[src/rtl/eru_pkg.sv]
// ----------------------------------------------------------------------------
// eru_pkg
// Shared types and constants for the expert route usage table.
// ----------------------------------------------------------------------------
`default_nettype none

package eru_pkg;

  localparam int MAX_ROWS         = 64;
  localparam int MAX_EXPERTS      = 256;
  localparam int FACTOR_FRAC_BITS = 16;

  localparam int ROW_W    = $clog2(MAX_ROWS);
  localparam int COL_W    = $clog2(MAX_EXPERTS);
  localparam int ADDR_W   = ROW_W + COL_W;
  localparam int DEPTH    = MAX_ROWS * MAX_EXPERTS;
  localparam int CNT_W    = 32;
  localparam int FACTOR_W = FACTOR_FRAC_BITS + 1;
  localparam int PROD_W   = CNT_W + FACTOR_W;
  localparam int LCNT_W   = 6;
  localparam int ECNT_W   = 9;
  localparam int CMD_W    = 3;
  localparam int AMT_W    = 32;
  localparam int CFG_W    = 17;
  localparam int CFG_IDX_W = 2;

  localparam logic [FACTOR_W-1:0] FACTOR_ONE  = FACTOR_W'(1) << FACTOR_FRAC_BITS;
  localparam logic [PROD_W-1:0]   FACTOR_HALF = PROD_W'(1) << (FACTOR_FRAC_BITS - 1);

  localparam logic [LCNT_W-1:0]   LAYER_COUNT_RST  = LCNT_W'(63);
  localparam logic [ECNT_W-1:0]   EXPERT_COUNT_RST = ECNT_W'(256);
  localparam logic [FACTOR_W-1:0] DECAY_FACTOR_RST = FACTOR_ONE;

  localparam logic [CMD_W-1:0] CMD_COUNT = 3'd0;
  localparam logic [CMD_W-1:0] CMD_ADD   = 3'd1;
  localparam logic [CMD_W-1:0] CMD_GET   = 3'd2;
  localparam logic [CMD_W-1:0] CMD_DROP  = 3'd3;
  localparam logic [CMD_W-1:0] CMD_DECAY = 3'd4;
  localparam logic [CMD_W-1:0] CMD_CLEAR = 3'd5;

  localparam logic [CFG_IDX_W-1:0] REG_LAYER_COUNT  = 2'd0;
  localparam logic [CFG_IDX_W-1:0] REG_EXPERT_COUNT = 2'd1;
  localparam logic [CFG_IDX_W-1:0] REG_DECAY_FACTOR = 2'd2;

  typedef logic [ADDR_W-1:0] addr_t;
  typedef logic [CNT_W-1:0]  cnt_t;

  typedef struct packed {
    logic [CMD_W-1:0] command;
    logic [ROW_W-1:0] layer;
    logic [COL_W-1:0] expert;
    logic [AMT_W-1:0] amount;
    logic             last_id;
  } in_item_t;

  typedef struct packed {
    cnt_t read_value;
    logic accepted;
  } out_item_t;

  typedef struct packed {
    logic  valid;
    addr_t addr;
    logic  row_ok;
  } dec_req_t;

  typedef struct packed {
    logic  en;
    addr_t addr;
    cnt_t  data;
  } mem_wr_t;

endpackage

`default_nettype wire

[src/rtl/eru_decay.sv]
// ----------------------------------------------------------------------------
// eru_decay
// Decay datapath: aligns read data, multiplies by the factor, rounds and
// produces the write-back for each swept nonzero counter in a live row.
// ----------------------------------------------------------------------------
`default_nettype none

module eru_decay (
  input  wire logic                             clk,
  input  wire logic                             rst,
  input  wire eru_pkg::dec_req_t                req,
  input  wire eru_pkg::cnt_t                    rd_data,
  input  wire logic [eru_pkg::FACTOR_W-1:0]     factor,
  output eru_pkg::mem_wr_t                      wr,
  output logic                                  busy
);

  eru_pkg::dec_req_t              s1;
  logic                           s2_valid;
  eru_pkg::addr_t                 s2_addr;
  logic                           s2_upd;
  logic [eru_pkg::PROD_W-1:0]     s2_prod;
  logic [eru_pkg::PROD_W-1:0]     rounded;
  eru_pkg::cnt_t                  scaled;

  always_ff @(posedge clk) begin
    if (rst) begin
      s1.valid <= 1'b0;
      s2_valid <= 1'b0;
    end else begin
      s1.valid <= req.valid;
      s2_valid <= s1.valid;
    end
    s1.addr   <= req.addr;
    s1.row_ok <= req.row_ok;
    s2_addr   <= s1.addr;
    s2_upd    <= s1.row_ok && (rd_data != '0);
    s2_prod   <= eru_pkg::PROD_W'(rd_data) * eru_pkg::PROD_W'(factor);
  end

  assign rounded = s2_prod + eru_pkg::FACTOR_HALF;
  assign scaled  = rounded[eru_pkg::FACTOR_FRAC_BITS +: eru_pkg::CNT_W];

  // never decays a live counter to zero
  assign wr.en   = s2_valid && s2_upd;
  assign wr.addr = s2_addr;
  assign wr.data = (scaled == '0) ? eru_pkg::CNT_W'(1) : scaled;

  assign busy = s1.valid || s2_valid;

endmodule

`default_nettype wire

[config.mk]
export PLATFORM = sky130hd
export DESIGN_NAME = eru_decay
export DESIGN_NICKNAME = d
export VERILOG_FILES = /design/src/rtl/eru_pkg.sv /design/src/rtl/eru_decay.sv
export SDC_FILE = /design/constraint.sdc
export NUM_CORES = 1
export LEC_CHECK = 0
export BUFFER_PORTS_ARGS = -buffer_cell sky130_fd_sc_hd__buf_2
export CAP_MARGIN = 15
export CORE_ASPECT_RATIO = 1.25
export CORE_MARGIN = 1.5
export CORE_UTILIZATION = 43
export DETAILED_ROUTE_END_ITERATION = 12
export GPL_TIMING_DRIVEN = 0
export PLACE_DENSITY = 0.59
export SLEW_MARGIN = 10
export SYNTH_ARGS = -nofsm -noshare
export SYNTH_HDL_FRONTEND = slang
export SYNTH_SLANG_ARGS = --single-unit
[constraint.sdc]
create_clock -name clk -period 10.9 [get_ports clk]
set_clock_uncertainty 0.2 [all_clocks]
set_input_delay 0.545 -clock clk [delete_from_list [all_inputs] [get_ports clk]]
set_output_delay 0.545 -clock clk [all_outputs]
set_load 0.01 [all_outputs]
==> impl_metrics.py, run 1 <==
metrics = {
    "min_path": {
        "holdPathStages": 1,
        "hold_end": "s1[10]",
        "min_from": "req[10]",
        "hold_path.class": "in -> reg",
    },
    "critical_path": {
        "ff2ff_setup_slack_ns": 10.18,
        "worst-r2r-cell-count": 1,
        "cp.arrival_ns": 8.16,
        "crit-reg2reg-launch": "s1[15]",
        "worst-path-max-fanout": 10,
        "end_kind": "flip-flop",
        "crit_type": "in -> reg",
        "reg2reg_to": "s2_valid",
        "worstPathRequired_ns": 10.93,
        "startpoint_type": "input port",
    },
    "die": {
        "die_y_um": 238,
        "start_util": 0.438,
        "core_um2": 43400,
        "die_area_um2": 45500,
        "num_rows": 85,
        "num_io_pins": 115,
        "die_w_um": 191,
    },
    "cells_and_area": {
        "seq_area_um2": 1300,
        "area_growth_syn_to_layout_pct": 8.06,
        "final_util": 0.473,
        "drive_gt1_frac": 0.0627,
        "nFillCells": 4315,
        "multi_input_area_um2": 15400,
        "fin_nets": 2893,
    },
    "sta": {
        "rsz0062_at_grt": "false",
        "worst_slew_pin_slew_ns": 1.02,
        "hold_viol_final": 0,
        "fin_crit_sh": 0.746,
        "drv_slew": 0,
        "setup_viol": 0,
        "tns_ns": 0,
        "finalCriticalPeriod_ns": 8.14,
        "max_freq_mhz": 123,
        "max_slew_margin": 0.317,
    },
    "logic_synthesis": {
        "async_flop_share": 0,
        "synth_common_cells": "inv_1 (494), fa_1 (446), nand2_1 (365)",
        "yosysTopAreaCellShare": 0.470,
        "synth_cell_type_count": 64,
        "synthesis.nets": 2778,
        "synth-edff-count": 0,
        "ys_ff_latch": 65,
        "yosysMostFrequentCell": "inv_1",
        "syn_area_um2": 19000,
        "ys_seq_area_frac": 0.0685,
        "synthCells": 2147,
        "synth_top_cell_by_area": "fa_1",
        "ys.flop_type": "dfxtp_1",
        "synth_warnings": 0,
        "avgSynthCellArea_um2": 8.85,
        "ys_top_cells_by_area": "fa_1 (47%), inv_1 (9.8%), ha_1 (7.8%), and2_1 (7.3%), nand2_1 (7.2%)",
    },
    "route": {
        "post_drt_wl_per_cell_um": 21.4,
        "route.detailed.drc": 0,
        "vias": 14863,
        "wirelength_um": 60500,
        "ant_nets": 0,
        "drt_iter0_drc": 849,
        "vias_per_cell": 5.25,
        "dr.pass1.iters": 5,
    },
    "cts": {
        "cts_htree_levels": 3,
        "cts-buffers-inserted": 9,
        "cts_root_buf": "clkbuf_16",
        "post_cts_buffers": 0,
        "cts.clk_slew.worst_paths_ns": 0.06,
        "hold_buffers": 0,
        "cts.path.max_buffers": 2,
        "clock_sinks": 65,
        "cts_resized": 0,
        "cts_tree": "built",
        "clkLatencyLatePin_ns": 0.32,
    },
    "global_routing": {
        "grt_overflow_total": 0,
        "grt_pass1_vias": 17050,
        "grt_pass1_wl_um": 95900,
        "grt_usage": 0.284,
        "grt_antenna_before_repair": 0,
        "grt_max_degree": 11,
    },
    "place": {
        "dpl.hpwl_um": 51100,
        "port_buffers": 103,
        "gp_congestion": 0.961,
    },
    "run": {
        "cap_violations": 0,
    },
    "run_status": {
        "status": "completed",
    },
}
flip-flops by register name (all words and copies together) (netlist names):
register	flops
s2_upd	1
s1	16
s2_valid	1
s2_prod	33
s2_addr	14
kinds of logic after synthesis:
logic type / Yosys count / synth area share
and+or+nand+nor: 715 / 0.186
buffers and inverters: 600 / 0.119
adders and majority gates: 564 / 0.547
AOI/OAI and AO/OA: 133 / 0.0462
xor gates and xnor gates: 69 / 0.0322
DFF: 65 / 0.0685
muxes: 1 / 0.000527
per-stage QoR:
stage                     worst slack, ns  std cells  hold WS [ns]  cell area, um^2
after global placement               2.48       2815         0.110            20200
after CTS                            2.79       2831        0.0990            20500
after detailed placement             2.48       2816         0.112            20200
after global routing                 2.52       2831         0.109            20500
final                                2.76       2833         0.115            20500
after floorplan                      4.35       2147         0.110            19000
worst max path at each step:
stage,slack [ns],depth (start not counted),start,endpoint
global placement,2.48,19,rd_data[13],s2_prod[47]
floorplan,4.35,22,rd_data[25],s2_prod[41]
CTS,2.79,19,rd_data[13],s2_prod[47]
finish,2.76,19,rd_data[12],s2_prod[47]
detailed placement,2.48,19,rd_data[13],s2_prod[47]
global route,2.52,19,rd_data[13],s2_prod[47]
placed cells by master, fill, tap and decap left out, types with 4 or more instances in the layout:
| cell | instances |
|---|---|
| nand2_1 | 365 |
| o211ai_1 | 7 |
| xor2_1 | 27 |
| fa_1 | 446 |
| nand3_1 | 18 |
| a31oi_1 | 4 |
| a21o_1 | 19 |
| a211oi_1 | 5 |
| nor2b_1 | 4 |
| nor4_1 | 13 |
| buf_2 | 105 |
| o21ai_0 | 20 |
| clkbuf_1 | 103 |
| nand4_1 | 18 |
| a21oi_1 | 41 |
| nor2_1 | 32 |
| xnor2_1 | 41 |
| inv_1 | 494 |
| ha_1 | 118 |
| and2_1 | 221 |
| nor3_1 | 13 |
| a31o_2 | 4 |
| and3_1 | 10 |
| dfxtp_1 | 65 |
| clkbuf_16 | 9 |
worst max-delay path, cell delays in order:
cell and delay, ns:
clkbuf_1 0.49, clkbuf_1 0.61, nand2_1 0.17, fa_1 0.53, fa_1 0.52, fa_1 0.51, inv_1 0.05, fa_1 0.46
fa_1 0.55, fa_1 0.43, ha_1 0.37, a2111oi_0 0.74, o221ai_1 0.30, nand2_1 0.25, a21oi_1 0.26, a21oi_1 0.53
o21ai_0 0.26, o41ai_1 0.35, xnor2_1 0.21
metal layers:
| metal | routed length [um] | up-vias | GRT usage |
|---|---|---|---|
| met4 | 4230 | 0 | 0.166 |
| met1 | 22200 | 7655 | 0.321 |
| met3 | 2950 | 173 | 0.0369 |
| met2 | 31100 | 486 | 0.510 |
| li1 | - | 6549 | - |
| met5 | 0 | - | 0 |
layout make-up:
cell class | count | area share
Tap cell | 565 | 0.0344
Sequential cell | 65 | 0.0634
Clock inverter | 3 | 0.00195
Buffer | 106 | 0.0200
Multi-Input combinational cell | 1482 | 0.752
Timing Repair Buffer | 104 | 0.0255
Inverter | 494 | 0.0903
Clock buffer | 12 | 0.0125
Antenna cell | 2 | 0.000244
Power of run 1 is left out: the tool's default activity adds up to more than one toggle a clock period on the data nets, which glitch-free logic cannot reach.
==> inputs of run 2 (changes only) <==
- clock period: 10.9 -> 7.9 ns (I/O delays scaled with it)
==> run 2 against run 1 <==
- setup slack got worse by 2.5 ns
- flip-flop and latch count unchanged
- final area increased by 0.77%
- hold slack got worse by 0.070 ns
- clock-buffer cell count unchanged
- cell count increased by 0.49%
==> impl_metrics.py, run 2 (same netlist as run 1, synthesis figures left out) <==
metrics = {
    "run_status": {
        "status": "completed",
    },
    "critical_path": {
        "crit_type": "in -> reg",
        "cp_slowest_stage_delay_ns": 0.74,
        "crit_path_start": "factor[9]",
        "path_delay_family": "adder cells",
        "cp.arrival_ns": 7.70,
        "worstPathRequired_ns": 7.93,
        "crit_chain": "buf_2, clkdlybuf4s15_1, nand2_1, fa_1, inv_1, fa_1, inv_1, fa_1, inv_1, fa_1, fa_1, fa_1, ha_1, a2111oi_1, o221ai_1, nand2_1, a21oi_1, a21oi_1, o21ai_0, o41ai_1, xnor2_1",
        "cp_slowest_cell": "clkdlybuf4s15_1",
        "startpoint_type": "input port",
        "cp_num_buf_inv": 5,
        "crit-reg2reg-launch": "s1[15]",
        "crit_top_cell": "fa_1",
        "end_kind": "flip-flop",
        "worst-path-max-fanout": 10,
    },
    "sta": {
        "drv_slew": 0,
        "setup_viol": 0,
        "hold_viol_final": 0,
        "max_slew_margin": 0.333,
        "worst_slew_pin_slew_ns": 1.00,
        "rsz0062_at_grt": "false",
        "finalCriticalPeriod_ns": 7.67,
        "fin_hold_ws_ns": 0.0452,
        "max_freq_mhz": 130,
        "fin_crit_sh": 0.971,
    },
    "cts": {
        "clock_sinks": 65,
        "cts.clk_slew.worst_paths_ns": 0.05,
        "cts_tree": "built",
        "clkLatencyLatePin_ns": 0.32,
        "cts_root_buf": "clkbuf_16",
        "cts_htree_levels": 3,
        "cts-buffers-inserted": 9,
        "cts.path.max_buffers": 2,
        "post_cts_buffers": 0,
    },
    "route": {
        "route.detailed.drc": 0,
        "wirelength_um": 60600,
        "dr.pass1.iters": 6,
        "vias": 14924,
        "ant_nets": 0,
        "post_drt_wl_per_cell_um": 21.3,
        "vias_per_cell": 5.24,
        "drt_iter0_drc": 871,
    },
    "global_routing": {
        "grt_antenna_before_repair": 0,
        "grt_overflow_total": 0,
        "grt_max_degree": 11,
        "grt_pass1_vias": 17133,
        "grt_pass1_wl_um": 96200,
        "top_usage_layer": "met2",
        "use_met2": 0.511,
        "gr-usage-met3": 0.0369,
        "grt_usage": 0.285,
        "globalRouteMet1Util": 0.321,
    },
    "die": {
        "die_w_um": 191,
        "num_io_pins": 115,
        "core_um2": 43400,
        "num_rows": 85,
        "die_area_um2": 45500,
        "start_util": 0.438,
        "die_y_um": 238,
    },
    "min_path": {
        "min_from": "rst",
        "hold_path.class": "in -> reg",
    },
    "place": {
        "gp_congestion": 0.961,
        "port_buffers": 103,
        "dpl.hpwl_um": 51100,
    },
    "cells_and_area": {
        "final_common_cell": "inv_1",
        "final_util": 0.477,
        "drive_gt1_frac": 0.0636,
        "regMostFlops": "s2_prod",
        "fin_nets": 2908,
        "top_regs": "s2_prod x33, s1 x16, s2_addr x14",
        "layout_common_cells": "inv_1 (494), fa_1 (446), nand2_1 (365), and2_1 (221), ha_1 (118)",
        "largest_reg_flops": 33,
        "area_growth_syn_to_layout_pct": 8.89,
    },
    "run": {
        "cap_violations": 0,
    },
}
[run 2: cell count changes in the layout (fill, tap and decap cells not counted)]
cell and change:
clkbuf_2 +3, a2111oi_0 -1, clkdlybuf4s15_1 +1, clkbuf_1 -4
diode_2 -1, a2111oi_1 +1, dlygate4sd3_1 +15
[run 2: per-stage QoR]
step,setup TNS [ns],area [um^2],std cells,worst slack [ns]
after floorplan,0,19000,2147,1.50
after global placement,-0.598,20200,2815,-0.373
after detailed placement,-0.649,20200,2816,-0.367
after CTS,0,20700,2846,0.0386
after global routing,0,20700,2846,0.0237
final,0,20700,2847,0.227
[run 2: path summary, 6_finish.rpt]
| path | slack (ns) | cells past startpoint | endpoint |
|---|---|---|---|
| worst max register to register | 7.18 | 1 | s2_valid |
| worst min-delay path | 0.05 | 2 | s2_valid |
| worst max-delay path | 0.23 | 21 | s2_prod[47] |
| worst min register to register | 0.12 | 0 | s2_addr[8] |
[run 2: repair_timing]
action                     4_1_cts  5_1_grt
setup endpoints to repair        1        2
hold endpoints to repair        15        0
hold buffers                    15        0
resized for setup                2        5
[run 2: final cells by class]
type                    count  area [um^2]
diodes                      1         2.50
plain buffers             106          422
clock buffers              12          256
clock inverters             3         40.0
fillers                  4295        22700
inverters                 494         1850
multi-input cells        1482        15400
flip-flops and latches     65         1300
well taps                 565          707
repair buffers            119          673
[run 2: per-layer routing]
metal,up-vias,wire length [um]
met3,163,3100
met4,0,4140
li1,6586,-
met2,478,31200
met1,7697,22200
met5,-,0
Power of run 2 is left out for the same reason.
